<file path="src/hw/rtl/lvr_pkg.sv">
// ----------------------------------------------------------------------------
// lvr_pkg
// Shared types, codes and constant tables of the level transition ramp.
// ----------------------------------------------------------------------------
package lvr_pkg;

   // field widths
   localparam int LEVEL_W      = 16;
   localparam int AMOUNT_W     = 32;
   localparam int TTIME_W      = 8;
   localparam int DELAY_W      = 8;
   localparam int KIND_W       = 2;
   localparam int STEPS_W      = 8;
   localparam int TOTAL_W      = 26;
   localparam int DCOUNT_W     = 11;
   localparam int RES_W        = 20;
   localparam int STEP_MUL_W   = 13;
   localparam int RAW_STEPS_W  = 19;
   localparam int REQ_TDATA_W  = 64;
   localparam int RSP_TDATA_W  = 24;
   localparam int RSP_ACTIVE_BIT  = 16;
   localparam int RSP_CHANGED_BIT = 17;

   // serial divider: 32-bit dividend, two quotient bits per cycle
   localparam int DIV_W        = 32;
   localparam int DIV_RADIX_BITS = 2;
   localparam int DIV_ITERS    = DIV_W / DIV_RADIX_BITS;
   localparam int DIV_CNT_W    = $clog2(DIV_ITERS);

   // item kinds
   localparam logic [KIND_W-1:0] KIND_SET  = 2'd0;
   localparam logic [KIND_W-1:0] KIND_MOVE = 2'd1;
   localparam logic [KIND_W-1:0] KIND_TICK = 2'd2;

   // level limits and delay unit
   localparam logic [LEVEL_W-1:0]  LEVEL_MAX     = 16'h7FFF;
   localparam logic [LEVEL_W-1:0]  LEVEL_MIN     = 16'h8000;
   localparam logic [DCOUNT_W-1:0] DELAY_UNIT_MS = 11'd5;
   localparam logic [STEPS_W-1:0]  MAX_STEPS_RST = 8'd10;

   // register map: index taken from paddr bit 2
   localparam int CSR_ADDR_W = 3;
   localparam logic CSR_IDX_MAX_STEPS = 1'b0;

   typedef enum logic [1:0] {
      PH_IDLE  = 2'd0,
      PH_DELAY = 2'd1,
      PH_RAMP  = 2'd2
   } phase_type;

   typedef enum logic [1:0] {
      CS_IDLE       = 2'd0,
      CS_DIV_PERIOD = 2'd1,
      CS_DIV_DELTA  = 2'd2
   } ctrl_state_type;

   typedef struct packed {
      logic accept;
      logic iter;
      logic period_done;
      logic delta_done;
   } dp_cmd_type;

   typedef struct packed {
      logic start_item;
   } dp_status_type;

   // resolution of the transition time in ms
   function automatic logic [RES_W-1:0] res_ms(input logic [1:0] code);
      logic [RES_W-1:0] r;
      case (code)
         2'd0:    r = 20'd100;
         2'd1:    r = 20'd1000;
         2'd2:    r = 20'd10000;
         default: r = 20'd600000;
      endcase
      return r;
   endfunction

   // resolution divided by the 100 ms step length
   function automatic logic [STEP_MUL_W-1:0] step_mul(input logic [1:0] code);
      logic [STEP_MUL_W-1:0] r;
      case (code)
         2'd0:    r = 13'd1;
         2'd1:    r = 13'd10;
         2'd2:    r = 13'd100;
         default: r = 13'd6000;
      endcase
      return r;
   endfunction

endpackage

</file>
<file path="src/hw/rtl/lvr_ctrl.sv">
// ----------------------------------------------------------------------------
// lvr_ctrl
// Handshake and sequencing of the two divisions that follow a start word.
// ----------------------------------------------------------------------------
module lvr_ctrl (
   input  logic                    clock,
   input  logic                    reset,
   input  logic                    req_tvalid,
   output logic                    req_tready,
   output logic                    rsp_tvalid,
   input  logic                    rsp_tready,
   input  lvr_pkg::dp_status_type  status,
   output lvr_pkg::dp_cmd_type     cmd
);
   import lvr_pkg::*;

   ctrl_state_type        state_ff, state_in;
   logic [DIV_CNT_W-1:0]  cnt_ff, cnt_in;
   logic                  rsp_valid_ff, rsp_valid_in;
   logic                  accept;
   logic                  cnt_last;

   assign cnt_last = (cnt_ff == DIV_CNT_W'(DIV_ITERS - 1));

   // next state
   always_comb begin
      state_in = state_ff;
      case (state_ff)
         CS_IDLE: begin
            if (accept && status.start_item) state_in = CS_DIV_PERIOD;
         end
         CS_DIV_PERIOD: begin
            if (cnt_last) state_in = CS_DIV_DELTA;
         end
         CS_DIV_DELTA: begin
            if (cnt_last) state_in = CS_IDLE;
         end
         default: state_in = CS_IDLE;
      endcase
   end

   // outputs and commands
   always_comb begin
      req_tready      = (state_ff == CS_IDLE) && (!rsp_valid_ff || rsp_tready);
      accept          = req_tvalid && req_tready;
      cmd.accept      = accept;
      cmd.iter        = (state_ff == CS_DIV_PERIOD) || (state_ff == CS_DIV_DELTA);
      cmd.period_done = (state_ff == CS_DIV_PERIOD) && cnt_last;
      cmd.delta_done  = (state_ff == CS_DIV_DELTA) && cnt_last;
   end

   // iteration counter wraps between the two divisions
   assign cnt_in = cmd.iter ? cnt_ff + DIV_CNT_W'(1) : '0;

   // output word slot
   always_comb begin
      if (accept)          rsp_valid_in = 1'b1;
      else if (rsp_tready) rsp_valid_in = 1'b0;
      else                 rsp_valid_in = rsp_valid_ff;
   end

   assign rsp_tvalid = rsp_valid_ff;

   always_ff @(posedge clock) begin
      if (reset) begin
         state_ff     <= CS_IDLE;
         cnt_ff       <= '0;
         rsp_valid_ff <= 1'b0;
      end else begin
         state_ff     <= state_in;
         cnt_ff       <= cnt_in;
         rsp_valid_ff <= rsp_valid_in;
      end
   end

endmodule

</file>
<file path="src/hw/rtl/lvr_dpath.sv">
// ----------------------------------------------------------------------------
// lvr_dpath
// Ramp state, start setup, tick stepping, serial divider and output word.
// ----------------------------------------------------------------------------
module lvr_dpath (
   input  logic                                clock,
   input  logic                                reset,
   input  lvr_pkg::dp_cmd_type                 cmd,
   output lvr_pkg::dp_status_type              status,
   input  logic [lvr_pkg::KIND_W-1:0]          req_tuser,
   input  logic [lvr_pkg::REQ_TDATA_W-1:0]     req_tdata,
   input  logic [lvr_pkg::STEPS_W-1:0]         max_steps,
   output logic [lvr_pkg::RSP_TDATA_W-1:0]     rsp_tdata
);
   import lvr_pkg::*;

   localparam int SUM_W = AMOUNT_W + 1;

   // input word fields
   logic [KIND_W-1:0]   kind;
   logic [LEVEL_W-1:0]  goal_level;
   logic [AMOUNT_W-1:0] step_amount;
   logic [TTIME_W-1:0]  transition_time;
   logic [DELAY_W-1:0]  start_delay;

   // ramp state
   logic [LEVEL_W-1:0]  cur_ff, cur_in;
   logic [LEVEL_W-1:0]  end_ff, end_in;
   logic [AMOUNT_W-1:0] delta_ff, delta_in;
   logic [STEPS_W-1:0]  sr_ff, sr_in;
   logic [TOTAL_W-1:0]  period_ff, period_in;
   logic [TOTAL_W-1:0]  pc_ff, pc_in;
   logic [DCOUNT_W-1:0] dc_ff, dc_in;
   phase_type           phase_ff, phase_in;
   logic                changed;

   // divider
   logic [STEPS_W-1:0]  div_rem_ff, div_rem_in, div_rem_next;
   logic [DIV_W-1:0]    div_quo_ff, div_quo_in, div_quo_next;
   logic [STEPS_W-1:0]  div_den_ff, div_den_in;
   logic [DIV_W-1:0]    mag_ff, mag_in;
   logic                neg_ff, neg_in;

   // start setup
   logic [TOTAL_W-1:0]     total;
   logic [RAW_STEPS_W-1:0] raw_steps;
   logic [STEPS_W-1:0]     steps;
   logic [STEPS_W-1:0]     divisor;
   logic [SUM_W-1:0]       diff;
   logic [SUM_W-1:0]       diff_abs;
   logic [DCOUNT_W-1:0]    dc_start;

   // step arithmetic
   logic [SUM_W-1:0]    sum;
   logic [LEVEL_W-1:0]  sat_level;

   logic                rsp_changed_ff;
   logic                rsp_active_ff;
   logic [LEVEL_W-1:0]  rsp_level_ff;

   assign kind            = req_tuser;
   assign goal_level      = req_tdata[15:0];
   assign step_amount     = req_tdata[47:16];
   assign transition_time = req_tdata[55:48];
   assign start_delay     = req_tdata[63:56];

   assign status.start_item = (kind == KIND_SET) || (kind == KIND_MOVE);

   // total time, step count and its divisor
   assign total     = TOTAL_W'(transition_time[5:0])
                    * TOTAL_W'(res_ms(transition_time[7:6]));
   assign raw_steps = RAW_STEPS_W'(transition_time[5:0])
                    * RAW_STEPS_W'(step_mul(transition_time[7:6]));
   assign steps     = (raw_steps > RAW_STEPS_W'(max_steps)) ? max_steps
                                                            : raw_steps[STEPS_W-1:0];
   assign divisor   = (steps == '0) ? STEPS_W'(1) : steps;
   assign dc_start  = DCOUNT_W'(start_delay) * DELAY_UNIT_MS;

   // signed amount to spread over the steps, split into sign and magnitude
   always_comb begin
      if (kind == KIND_SET)
         diff = {{(SUM_W-LEVEL_W){goal_level[LEVEL_W-1]}}, goal_level}
              - {{(SUM_W-LEVEL_W){cur_ff[LEVEL_W-1]}}, cur_ff};
      else
         diff = {step_amount[AMOUNT_W-1], step_amount};
      diff_abs = diff[SUM_W-1] ? (~diff + SUM_W'(1)) : diff;
   end

   // level plus step with 16-bit saturation
   always_comb begin
      sum = {{(SUM_W-LEVEL_W){cur_ff[LEVEL_W-1]}}, cur_ff}
          + {delta_ff[AMOUNT_W-1], delta_ff};
      if (!sum[SUM_W-1] && (|sum[SUM_W-2:LEVEL_W-1]))
         sat_level = LEVEL_MAX;
      else if (sum[SUM_W-1] && !(&sum[SUM_W-2:LEVEL_W-1]))
         sat_level = LEVEL_MIN;
      else
         sat_level = sum[LEVEL_W-1:0];
   end

   // restoring divider, two quotient bits per cycle
   always_comb begin
      logic [STEPS_W:0]   r;
      logic [DIV_W-1:0]   q;
      logic [STEPS_W-1:0] rem;
      rem = div_rem_ff;
      q   = div_quo_ff;
      for (int i = 0; i < DIV_RADIX_BITS; i++) begin
         r = {rem, q[DIV_W-1]};
         q = {q[DIV_W-2:0], 1'b0};
         if (r >= {1'b0, div_den_ff}) begin
            r    = r - {1'b0, div_den_ff};
            q[0] = 1'b1;
         end
         rem = r[STEPS_W-1:0];
      end
      div_rem_next = rem;
      div_quo_next = q;
   end

   // divider registers
   always_comb begin
      div_rem_in = div_rem_ff;
      div_quo_in = div_quo_ff;
      div_den_in = div_den_ff;
      mag_in     = mag_ff;
      neg_in     = neg_ff;
      if (cmd.accept && status.start_item) begin
         div_rem_in = '0;
         div_quo_in = DIV_W'(total);
         div_den_in = divisor;
         mag_in     = diff_abs[DIV_W-1:0];
         neg_in     = diff[SUM_W-1];
      end else if (cmd.iter) begin
         if (cmd.period_done) begin
            div_rem_in = '0;
            div_quo_in = mag_ff;
         end else begin
            div_rem_in = div_rem_next;
            div_quo_in = div_quo_next;
         end
      end
   end

   // ramp state update for start and tick words
   always_comb begin
      logic step_en;
      cur_in    = cur_ff;
      end_in    = end_ff;
      delta_in  = delta_ff;
      sr_in     = sr_ff;
      period_in = period_ff;
      pc_in     = pc_ff;
      dc_in     = dc_ff;
      phase_in  = phase_ff;
      changed   = 1'b0;
      step_en   = 1'b0;

      if (cmd.accept && status.start_item) begin
         end_in   = goal_level;
         sr_in    = steps;
         dc_in    = dc_start;
         pc_in    = '0;
         phase_in = PH_DELAY;
      end else if (cmd.accept && (kind == KIND_TICK)) begin
         case (phase_ff)
            PH_DELAY: begin
               if (dc_ff != '0) dc_in = dc_ff - DCOUNT_W'(1);
               step_en = (dc_ff <= DCOUNT_W'(1));
            end
            PH_RAMP: begin
               if (pc_ff > TOTAL_W'(1)) begin
                  pc_in = pc_ff - TOTAL_W'(1);
               end else begin
                  pc_in   = '0;
                  step_en = 1'b1;
               end
            end
            default: step_en = 1'b0;
         endcase

         if (step_en) begin
            phase_in = PH_RAMP;
            pc_in    = period_ff;
            if (sr_ff != '0) begin
               sr_in = sr_ff - STEPS_W'(1);
               if (sat_level != cur_ff) begin
                  cur_in  = sat_level;
                  changed = 1'b1;
               end else begin
                  // stalled step abandons the ramp
                  phase_in = PH_IDLE;
               end
            end
            // last step snaps to the target
            if (sr_in == '0) begin
               if (cur_in != end_ff) changed = 1'b1;
               cur_in   = end_ff;
               phase_in = PH_IDLE;
            end
         end
      end

      if (cmd.period_done) period_in = div_quo_next[TOTAL_W-1:0];
      if (cmd.delta_done)
         delta_in = neg_ff ? (~div_quo_next + DIV_W'(1)) : div_quo_next;
   end

   always_ff @(posedge clock) begin
      if (reset) begin
         cur_ff    <= '0;
         end_ff    <= '0;
         delta_ff  <= '0;
         sr_ff     <= '0;
         period_ff <= '0;
         pc_ff     <= '0;
         dc_ff     <= '0;
         phase_ff  <= PH_IDLE;
      end else begin
         cur_ff    <= cur_in;
         end_ff    <= end_in;
         delta_ff  <= delta_in;
         sr_ff     <= sr_in;
         period_ff <= period_in;
         pc_ff     <= pc_in;
         dc_ff     <= dc_in;
         phase_ff  <= phase_in;
      end
   end

   // divider and output word registers
   always_ff @(posedge clock) begin
      div_rem_ff <= div_rem_in;
      div_quo_ff <= div_quo_in;
      div_den_ff <= div_den_in;
      mag_ff     <= mag_in;
      neg_ff     <= neg_in;
      if (cmd.accept) begin
         rsp_level_ff   <= cur_in;
         rsp_active_ff  <= (phase_in != PH_IDLE);
         rsp_changed_ff <= changed;
      end
   end

   assign rsp_tdata = {(RSP_TDATA_W - RSP_CHANGED_BIT - 1)'(0),
                       rsp_changed_ff, rsp_active_ff, rsp_level_ff};

endmodule

</file>
<file path="src/hw/rtl/level_transition_ramp.sv">
// ----------------------------------------------------------------------------
// level_transition_ramp
// Signed 16-bit level ramp driven by start words and 1 ms tick words.
// ----------------------------------------------------------------------------
// Usage:
//  req channel: one word per start (set-to-target or delta/move, kind in
//  req_tuser) or per 1 ms tick. rsp channel: exactly one word per req word,
//  holding the level, the active flag and the changed flag after that word.
//  csr port: APB register max_steps at byte address 0, read and write.
// Handshake and timing:
//  every word's result is loaded into the output register at the edge that
//  accepts it, so rsp_tvalid rises in the following cycle. A tick or an unused
//  kind leaves the controller idle. After a start's accept cycle the shared
//  divider, retiring two quotient bits a cycle, computes the step period and
//  then the per-step change; req_tready stays low meanwhile.
// Reset: level 0, no transition pending, max_steps 10, output register empty.
// Stall: a word is taken while the previous result waits in the output
//  register only if that result leaves in the same cycle; otherwise req_tready
//  stays low until rsp_tready takes it.
// ----------------------------------------------------------------------------
module level_transition_ramp (
   input  logic                              clock,
   input  logic                              reset,
   // tuser: kind[1:0]
   input  logic [lvr_pkg::KIND_W-1:0]        req_tuser,
   // tdata: goal_level[15:0], step_amount[47:16], transition_time[55:48],
   //        start_delay[63:56]
   input  logic [lvr_pkg::REQ_TDATA_W-1:0]   req_tdata,
   input  logic                              req_tvalid,
   output logic                              req_tready,
   // tdata: level[15:0], active[16], changed[17], zero fill[23:18]
   output logic [lvr_pkg::RSP_TDATA_W-1:0]   rsp_tdata,
   output logic                              rsp_tvalid,
   input  logic                              rsp_tready,
   input  logic                              csr_psel,
   input  logic                              csr_penable,
   input  logic                              csr_pwrite,
   input  logic [lvr_pkg::CSR_ADDR_W-1:0]    csr_paddr,
   input  logic [31:0]                       csr_pwdata,
   output logic [31:0]                       csr_prdata,
   output logic                              csr_pready
);
   import lvr_pkg::*;

   dp_cmd_type          cmd;
   dp_status_type       status;
   logic [STEPS_W-1:0]  max_steps_ff, max_steps_in;
   logic                csr_wr;

   // register file
   assign csr_pready = 1'b1;
   assign csr_wr     = csr_psel && csr_penable && csr_pwrite && csr_pready
                       && (csr_paddr[2] == CSR_IDX_MAX_STEPS);
   assign max_steps_in = csr_wr ? csr_pwdata[STEPS_W-1:0] : max_steps_ff;
   assign csr_prdata   = (csr_paddr[2] == CSR_IDX_MAX_STEPS)
                         ? {(32 - STEPS_W)'(0), max_steps_ff} : 32'd0;

   always_ff @(posedge clock) begin
      if (reset) max_steps_ff <= MAX_STEPS_RST;
      else       max_steps_ff <= max_steps_in;
   end

   lvr_ctrl u_ctrl (
      .clock      (clock),
      .reset      (reset),
      .req_tvalid (req_tvalid),
      .req_tready (req_tready),
      .rsp_tvalid (rsp_tvalid),
      .rsp_tready (rsp_tready),
      .status     (status),
      .cmd        (cmd)
   );

   lvr_dpath u_dpath (
      .clock     (clock),
      .reset     (reset),
      .cmd       (cmd),
      .status    (status),
      .req_tuser (req_tuser),
      .req_tdata (req_tdata),
      .max_steps (max_steps_ff),
      .rsp_tdata (rsp_tdata)
   );

`ifndef SYNTHESIS
   // every accepted word leaves a result in the output register
   a_result_loaded: assert property (@(posedge clock) disable iff (reset)
      (req_tvalid && req_tready) |=> rsp_tvalid)
      else $error("no result after accepted word");

   // a start occupies the divider, so no word is taken next cycle
   a_start_busy: assert property (@(posedge clock) disable iff (reset)
      (req_tvalid && req_tready && (req_tuser == KIND_SET || req_tuser == KIND_MOVE))
      |=> !req_tready)
      else $error("word taken while divider busy");

   // a start always reports an active transition
   a_start_active: assert property (@(posedge clock) disable iff (reset)
      (req_tvalid && req_tready && (req_tuser == KIND_SET || req_tuser == KIND_MOVE))
      |=> rsp_tdata[RSP_ACTIVE_BIT])
      else $error("start not reported active");

   // only a tick can change the level
   a_changed_tick_only: assert property (@(posedge clock) disable iff (reset)
      (req_tvalid && req_tready && req_tuser != KIND_TICK)
      |=> !rsp_tdata[RSP_CHANGED_BIT])
      else $error("level changed by a non-tick word");
`endif

endmodule

</file>
<file path="config.mk">
export PLATFORM = sky130hd
export DESIGN_NAME = level_transition_ramp
export DESIGN_NICKNAME = d
export VERILOG_FILES = /design/src/hw/rtl/lvr_pkg.sv /design/src/hw/rtl/lvr_ctrl.sv /design/src/hw/rtl/lvr_dpath.sv /design/src/hw/rtl/level_transition_ramp.sv
export SDC_FILE = /design/constraint.sdc
export NUM_CORES = 1
export LEC_CHECK = 0
export ABC_AREA = 1
export BUFFER_PORTS_ARGS = -buffer_cell sky130_fd_sc_hd__buf_2
export CORE_AREA = 2 2 230 232
export CTS_CLUSTER_SIZE = 8
export DETAILED_ROUTE_END_ITERATION = 10
export DIE_AREA = 0 0 232 234
export GPL_TIMING_DRIVEN = 0
export PLACE_DENSITY_LB_ADDON = 0.25
export SYNTH_ARGS = -nofsm -noshare
export SYNTH_HDL_FRONTEND = slang
export SYNTH_HIERARCHICAL = 1
export SYNTH_SLANG_ARGS = --single-unit
</file>
<file path="constraint.sdc">
create_clock -name clock -period 7.2 [get_ports clock]
set_input_delay 0.72 -clock clock [delete_from_list [all_inputs] [get_ports clock]]
set_output_delay 0.72 -clock clock [all_outputs]
set_load 0.03 [all_outputs]
</file>
Word level (Yosys, flattened, before mapping)

Index checks and enable logic that the tools add are counted.

Order comparisons: 5
Multipliers: 3
Equality and inequality tests: 14
Add/sub/neg operators: 10
Reduce and logical (&&, ||, !) cells: 41
Bitwise operators: 6
Mux-type cells: 60

Operators with widths:

| kind                                                           | number |
|---|---|
| 2-to-1 mux 16 bit                                              | 11 |
| 2-to-1 mux 26 bit                                              | 5 |
| 2-to-1 mux 32 bit                                              | 3 |
| 2-to-1 mux 8 bit                                               | 12 |
| adder 32 x 1 -> 32 bit, second input constant                  | 2 |
| inverter 32 bit                                                | 2 |
| case mux 20 bit (3 select lines)                               | 1 |
| 2-to-1 mux 11 bit                                              | 4 |
| case mux 13 bit (3 select lines)                               | 1 |
| adder 16 x 32 -> 33 bit                                        | 1 |
| 2-to-1 mux 33 bit                                              | 1 |
| != test 16 bit                                                 | 2 |
| greater-than comparator 26 x 1 -> 1 bit, second input constant | 1 |
| multiplier 6 x 20 -> 26 bit                                    | 1 |
| subtractor 26 x 1 -> 26 bit, second input constant             | 1 |
| greater-than comparator 19 x 8 -> 1 bit                        | 1 |
| multiplier 6 x 13 -> 19 bit                                    | 1 |
| greater-or-equal comparator 9 x 8 -> 1 bit                     | 2 |
| 2-to-1 mux 2 bit                                               | 9 |
| AND reduction 17 bit                                           | 1 |
| OR reduction 17 bit                                            | 1 |
| subtractor 16 x 16 -> 17 bit                                   | 1 |
| zero test 8 bit                                                | 2 |
| nonzero test 2 bit                                             | 8 |
| other kinds (24)                                               | 65 |

Output and inout bits: 59
Register bits after elaboration: 251
Word-level logic and storage cells: 160
Input bits: 108

Logic depth before layout (Yosys ltp)

Word-level depth: 16
Depth in mapped cells: 40

Cells and area by module

The synthesis kept the hierarchy.

Modules (own cells, without submodules):

| module                | cells an instance | times used | area each (um2) |
|---|---|---|---|
| lvr_dpath             | 3241              | 1          | 21996.1 |
| level_transition_ramp | 97                | 1          | 653.1 |
| lvr_ctrl              | 51                | 1          | 401.6 |

Worst setup path after synthesis

OpenSTA, ideal clock, no wires.

Path kind: input -> register
Start point: input req_tdata[54] in the netlist's numbering
End point: register u_dpath.div_den_ff[0] (data pin)
Stages on the path: 30
Path buffers: 3
Required time: 6.941 ns
Arrival time: 5.531 ns
Setup slack: 1.410 ns
Path through: clkbuf_1 > clkbuf_1 > nor2_1 > fa_1 > inv_1 > fa_1 > fa_1 > inv_1 > ha_1 > a21oi_1 > nand2_1 > xor2_1 > ha_1 > nand2_1 > nor2_1 > a211oi_1 > a21boi_0 > nor4_1 > nand3_1 > nand2_1 > nand2_1 > nor2_1 > nand2_2 > buf_6 > nand2_1 > o21ai_0 > nand2_1 > nor2_1 > nand2_1 > nand2_1

Cells in the longest elaborated chain, start to end: 6
Elaborated cells on any way between the ends: 8
Classes of those cells: mul: 1; order compare: 1; eq/ne: 2; mux: 2; reduce/logical: 2

RTL lines:

| element                                 | RTL line                    | text |
|---|---|---|
| start, declared                         | level_transition_ramp.sv:28 | `input logic [lvr_pkg::REQ_TDATA_W-1:0] req_tdata,` |
| == test 2 bit (tied with other cells)   | lvr_pkg.sv:83               | `case (code)` |
| case mux 13 bit (3 select lines) *      | lvr_pkg.sv:83               |  |
| multiplier 6 x 13 -> 19 bit *           | lvr_dpath.sv:73             | `* RAW_STEPS_W'(step_mul(transition_time[7:6]));` |
| greater-than comparator 19 x 8 -> 1 bit | lvr_dpath.sv:74             | `assign steps = (raw_steps > RAW_STEPS_W'(max_steps)) ? max_steps` |
| 2-to-1 mux 8 bit *                      | lvr_dpath.sv:74             |  |
| zero test 8 bit                         | lvr_dpath.sv:76             | `assign divisor = (steps == '0) ? STEPS_W'(1) : steps;` |
| end signal, assigned                    | lvr_dpath.sv:235            | `div_den_ff <= div_den_in;` |
| end, declared                           | lvr_dpath.sv:40             | `logic [STEPS_W-1:0] div_den_ff, div_den_in;` |

Mark *: on every way between the ends. The rest lies on a longest branch, timed or not.
A chain may end at the register's enable or synchronous reset.

Final worst setup path

Start point: register u_dpath.div_den_ff[2]
End point: register u_dpath.delta_ff[30]

Cells in the longest elaborated chain, start to end: 7
Elaborated cells on any way between the ends: 9
Classes of those cells: add/sub: 2; order compare: 2; mux: 4; bitwise: 1

RTL lines:

| element                                                                        | RTL line                           | text |
|---|---|---|
| subtractor 8 bit or greater-or-equal comparator 9 x 8 -> 1 bit (tied branches) | lvr_dpath.sv:112, lvr_dpath.sv:111 |  |
| 2-to-1 mux 8 bit                                                               | lvr_dpath.sv:111                   | `if (r >= {1'b0, div_den_ff}) begin` |
| greater-or-equal comparator 9 x 8 -> 1 bit                                     | lvr_dpath.sv:111                   |  |
| 2-to-1 mux 1 bit                                                               | lvr_dpath.sv:111                   |  |
| inverter 32 bit *                                                              | lvr_dpath.sv:206                   | `delta_in = neg_ff ? (~div_quo_next + DIV_W'(1)) : div_quo_next;` |
| adder 32 x 1 -> 32 bit *                                                       | lvr_dpath.sv:206                   |  |
| 2-to-1 mux 32 bit *                                                            | lvr_dpath.sv:206                   |  |
| end signal, assigned                                                           | lvr_dpath.sv:222                   | `delta_ff <= delta_in;` |
| end, declared                                                                  | lvr_dpath.sv:29                    | `logic [AMOUNT_W-1:0] delta_ff, delta_in;` |

Marked as above.

==> flow_summary.ini <==
[timing]
hold_ws_ns = 0.397
fin_crit_ns = 6.62
period_share_pct = 91.9
relSlewSlack_pct = 25.2
setup_tns_ns = 0
fin_skew_ns = 0.0436
slew_violations = 0
finalHoldViolations = 0
worst_pin_slew_ns = 1.11
setup_ws_ns = 0.585
fmax_ghz = 0.151
setup_viol = 0
rsz0062_at_grt = no

[global_routing]
antenna_found_initial = 0
grt_usage_pct = 26.3
grt_first_pass_wirelength_mm = 111
gr-total-overflow = 0
grt_max_degree = 42
grt_pass1_vias = 20200

[layout]
final_cells = 4269
final_common_cell = nand2_1
layout-drive-gt1-share_pct = 8.07
final_nets = 3914
mostFrequentLayoutCells = nand2_1 (831), inv_1 (550), nor2_1 (330)
syn2layout_area_growth_pct = 11.3

[synthesis]
netlist_area_um2 = 23100
synthCells = 3389
synth_area_per_cell_um2 = 6.80
synth_edf_count = 85
yosys_register_bits = 251
synth_area_leaders = dfxtp_1 (14%), nand2_1 (14%), edfxtp_1 (11%)
yosys.area.top_type = dfxtp_1
ys_types = 68
synthFlopType = dfxtp_1
synth_warnings = 6
synth-seq-area-share_pct = 25.5
ys_async_sr_fraction_pct = 0
synth_top_area_share_pct = 14.4

[placed_design]
dp_slack_ns = 0.0830
dp.cells = 4212
io_buffers = 106
gp_congestion = 0.968
place_hpwl_mm = 59.2

[setup_path]
cp_common_cell = inv_1
critical_path_arrival_ns = 7.07
worstPathRequired_ns = 7.65
r2r_end = u_dpath/delta_ff[30]$_SDFFE_PP0P_
r2r_cells = 39
max_stage_delay_ns = 0.35
path_max_fanout = 10
cpMaxStageDelayCell = edfxtp_1
rrSetupSlack_ns = 0.58
reg2reg_from = u_dpath/div_den_ff[2]$_SDFFCE_PN0P_
critPathLaunchType = flop
criticalPathCategory = reg2reg
endpoint_kind = flop

[hold_path]
holdCritStartpoint = csr_pwdata[1]
hold_path_end = max_steps_ff[1]$_SDFFE_PP1P_
hold-path-cell-count = 3
hold_class = in2reg

[floorplan]
dieArea_um2 = 54300
chipWidth_um = 232
rows = 84
start_util_pct = 44.3
core_um2 = 52000
io_pins = 167
die_y_um = 234

[clocking]
clockRootBuffer = clkbuf_16
clk_path_buf_depth = 3
cts_hold_buffers = 0
cts_resized = 0
clock_sinks = 251
worstSkewPairLatency_ns = 0.57
cts_buffers = 37
tritoncts = done
cts_max_level = 2
clk_pin_slew_ns = 0.05
cts_setup_buffers = 0

[power]
power_density_nw_per_um2 = 214
irDropWorstVdd_v = 0.000153
fin_total_pwr_w = 0.00549
leakagePower_nw = 13.3

[route]
wl_per_cell_um = 16.9
drcViolationCount = 0
num_vias = 22200
viasPerCell = 5.21
firstDrtPassIters = 5
routed_wl_mm = 72.0
postRouteAntennaNets = 0
drt_iter0_markers = 2074

[run]
cap_viol_max_count = 0

[outcome]
status = completed
==> report_power, final <==
part	leakage, nW	switching [W]	total, W	internal, W
clock	0.501	0.000645	0.00162	0.000970
sequential	2.15	0.000127	0.00178	0.00165
combinational	10.7	0.00141	0.00210	0.000691
==> cell type report <==
cell class | instances | area (µm²)
antenna | 1 | 2.50
buffer | 128 | 726
clock buffer | 55 | 1020
clock inverter | 1 | 16.3
fill | 5367 | 26400
inverter | 561 | 2110
multi-input combinational | 2477 | 14500
sequential | 251 | 5880
tap | 688 | 861
timing repair buffer | 107 | 551
==> registers in the layout, indices dropped and copies added (netlist names), 11 cells and up <==
| register | cells |
|---|---|
| u_dpath/delta_ff | 32 |
| u_dpath/mag_ff | 32 |
| u_dpath/dc_ff | 11 |
| u_dpath/period_ff | 26 |
| u_dpath/div_quo_ff | 32 |
| u_dpath/pc_ff | 26 |
| u_dpath/rsp_level_ff | 16 |
| u_dpath/cur_ff | 16 |
| u_dpath/end_ff | 16 |
==> through the flow <==
step | instance area (µm²) | utilization, %
after global routing | 25600 | 49.3
final | 25700 | 49.3
after floorplan | 23200 | -
after detailed placement | 24600 | 47.2
after global placement | 24500 | 47.2
after CTS | 25600 | 49.2
==> how the worst max path moves through the flow <==
stage                                              startpoint                                  end  slack (ns)  depth (start not counted)
after floorplan                                 req_tdata[54]  u_dpath/div_den_ff[0]$_SDFFCE_PN1P_        1.41                         30
after global placement    u_dpath/div_den_ff[2]$_SDFFCE_PN0P_    u_dpath/delta_ff[30]$_SDFFE_PP0P_        0.02                         39
after detailed placement  u_dpath/div_den_ff[2]$_SDFFCE_PN0P_    u_dpath/delta_ff[30]$_SDFFE_PP0P_        0.08                         39
after global routing      u_dpath/div_den_ff[2]$_SDFFCE_PN0P_    u_dpath/delta_ff[30]$_SDFFE_PP0P_       0.009                         39
final                     u_dpath/div_den_ff[2]$_SDFFCE_PN0P_    u_dpath/delta_ff[30]$_SDFFE_PP0P_        0.58                         39
after CTS                 u_dpath/div_den_ff[2]$_SDFFCE_PN0P_    u_dpath/delta_ff[30]$_SDFFE_PP0P_        0.06                         39
==> worst max-delay path, delay by kind of cell, from the launching register on <==
family                   cells  cell delay [ns]
AO/OA/AOI/OAI               13             2.23
XOR/XNOR                     1             0.14
adder cells (fa/ha/maj)      3             0.79
buffers and inverters        8             1.04
flip-flops                   1             0.35
AND/OR/NAND/NOR             14             1.97
==> synthesized netlist by cell type (49+ instances only) <==
cell      count
a21oi_1     208
o211ai_1     49
nor2_1      331
xor2_1      106
nand2_1     831
clkbuf_1     67
edfxtp_1     85
o21ai_0     218
dfxtp_1     166
fa_1         67
nand3_1     148
ha_1        176
inv_1       550
==> cells by family (layout without fill, tap and decap cells) <==
family          count (synthesis)  count (layout)  share of synthesized area [%]
compound gates                593             593                           14.6
xor+xnor                      123             123                           4.75
fa+ha+maj                     243             243                           15.4
buf+inv                       689             852                           12.3
flops                         251             251                           25.5
other cells                     3              32                         0.0488
simple gates                 1487            1487                           27.4
==> layer usage <==
metal  up-vias  global-route usage [%]  wire length, µm
li1      11200                       -                -
met1     10100                    36.1            32700
met2       754                    41.3            31600
met3       118                    3.66             4820
met4         0                    11.0             2890
met5         -                       0                0
No activity file was read; power rests on OpenSTA's default activity.
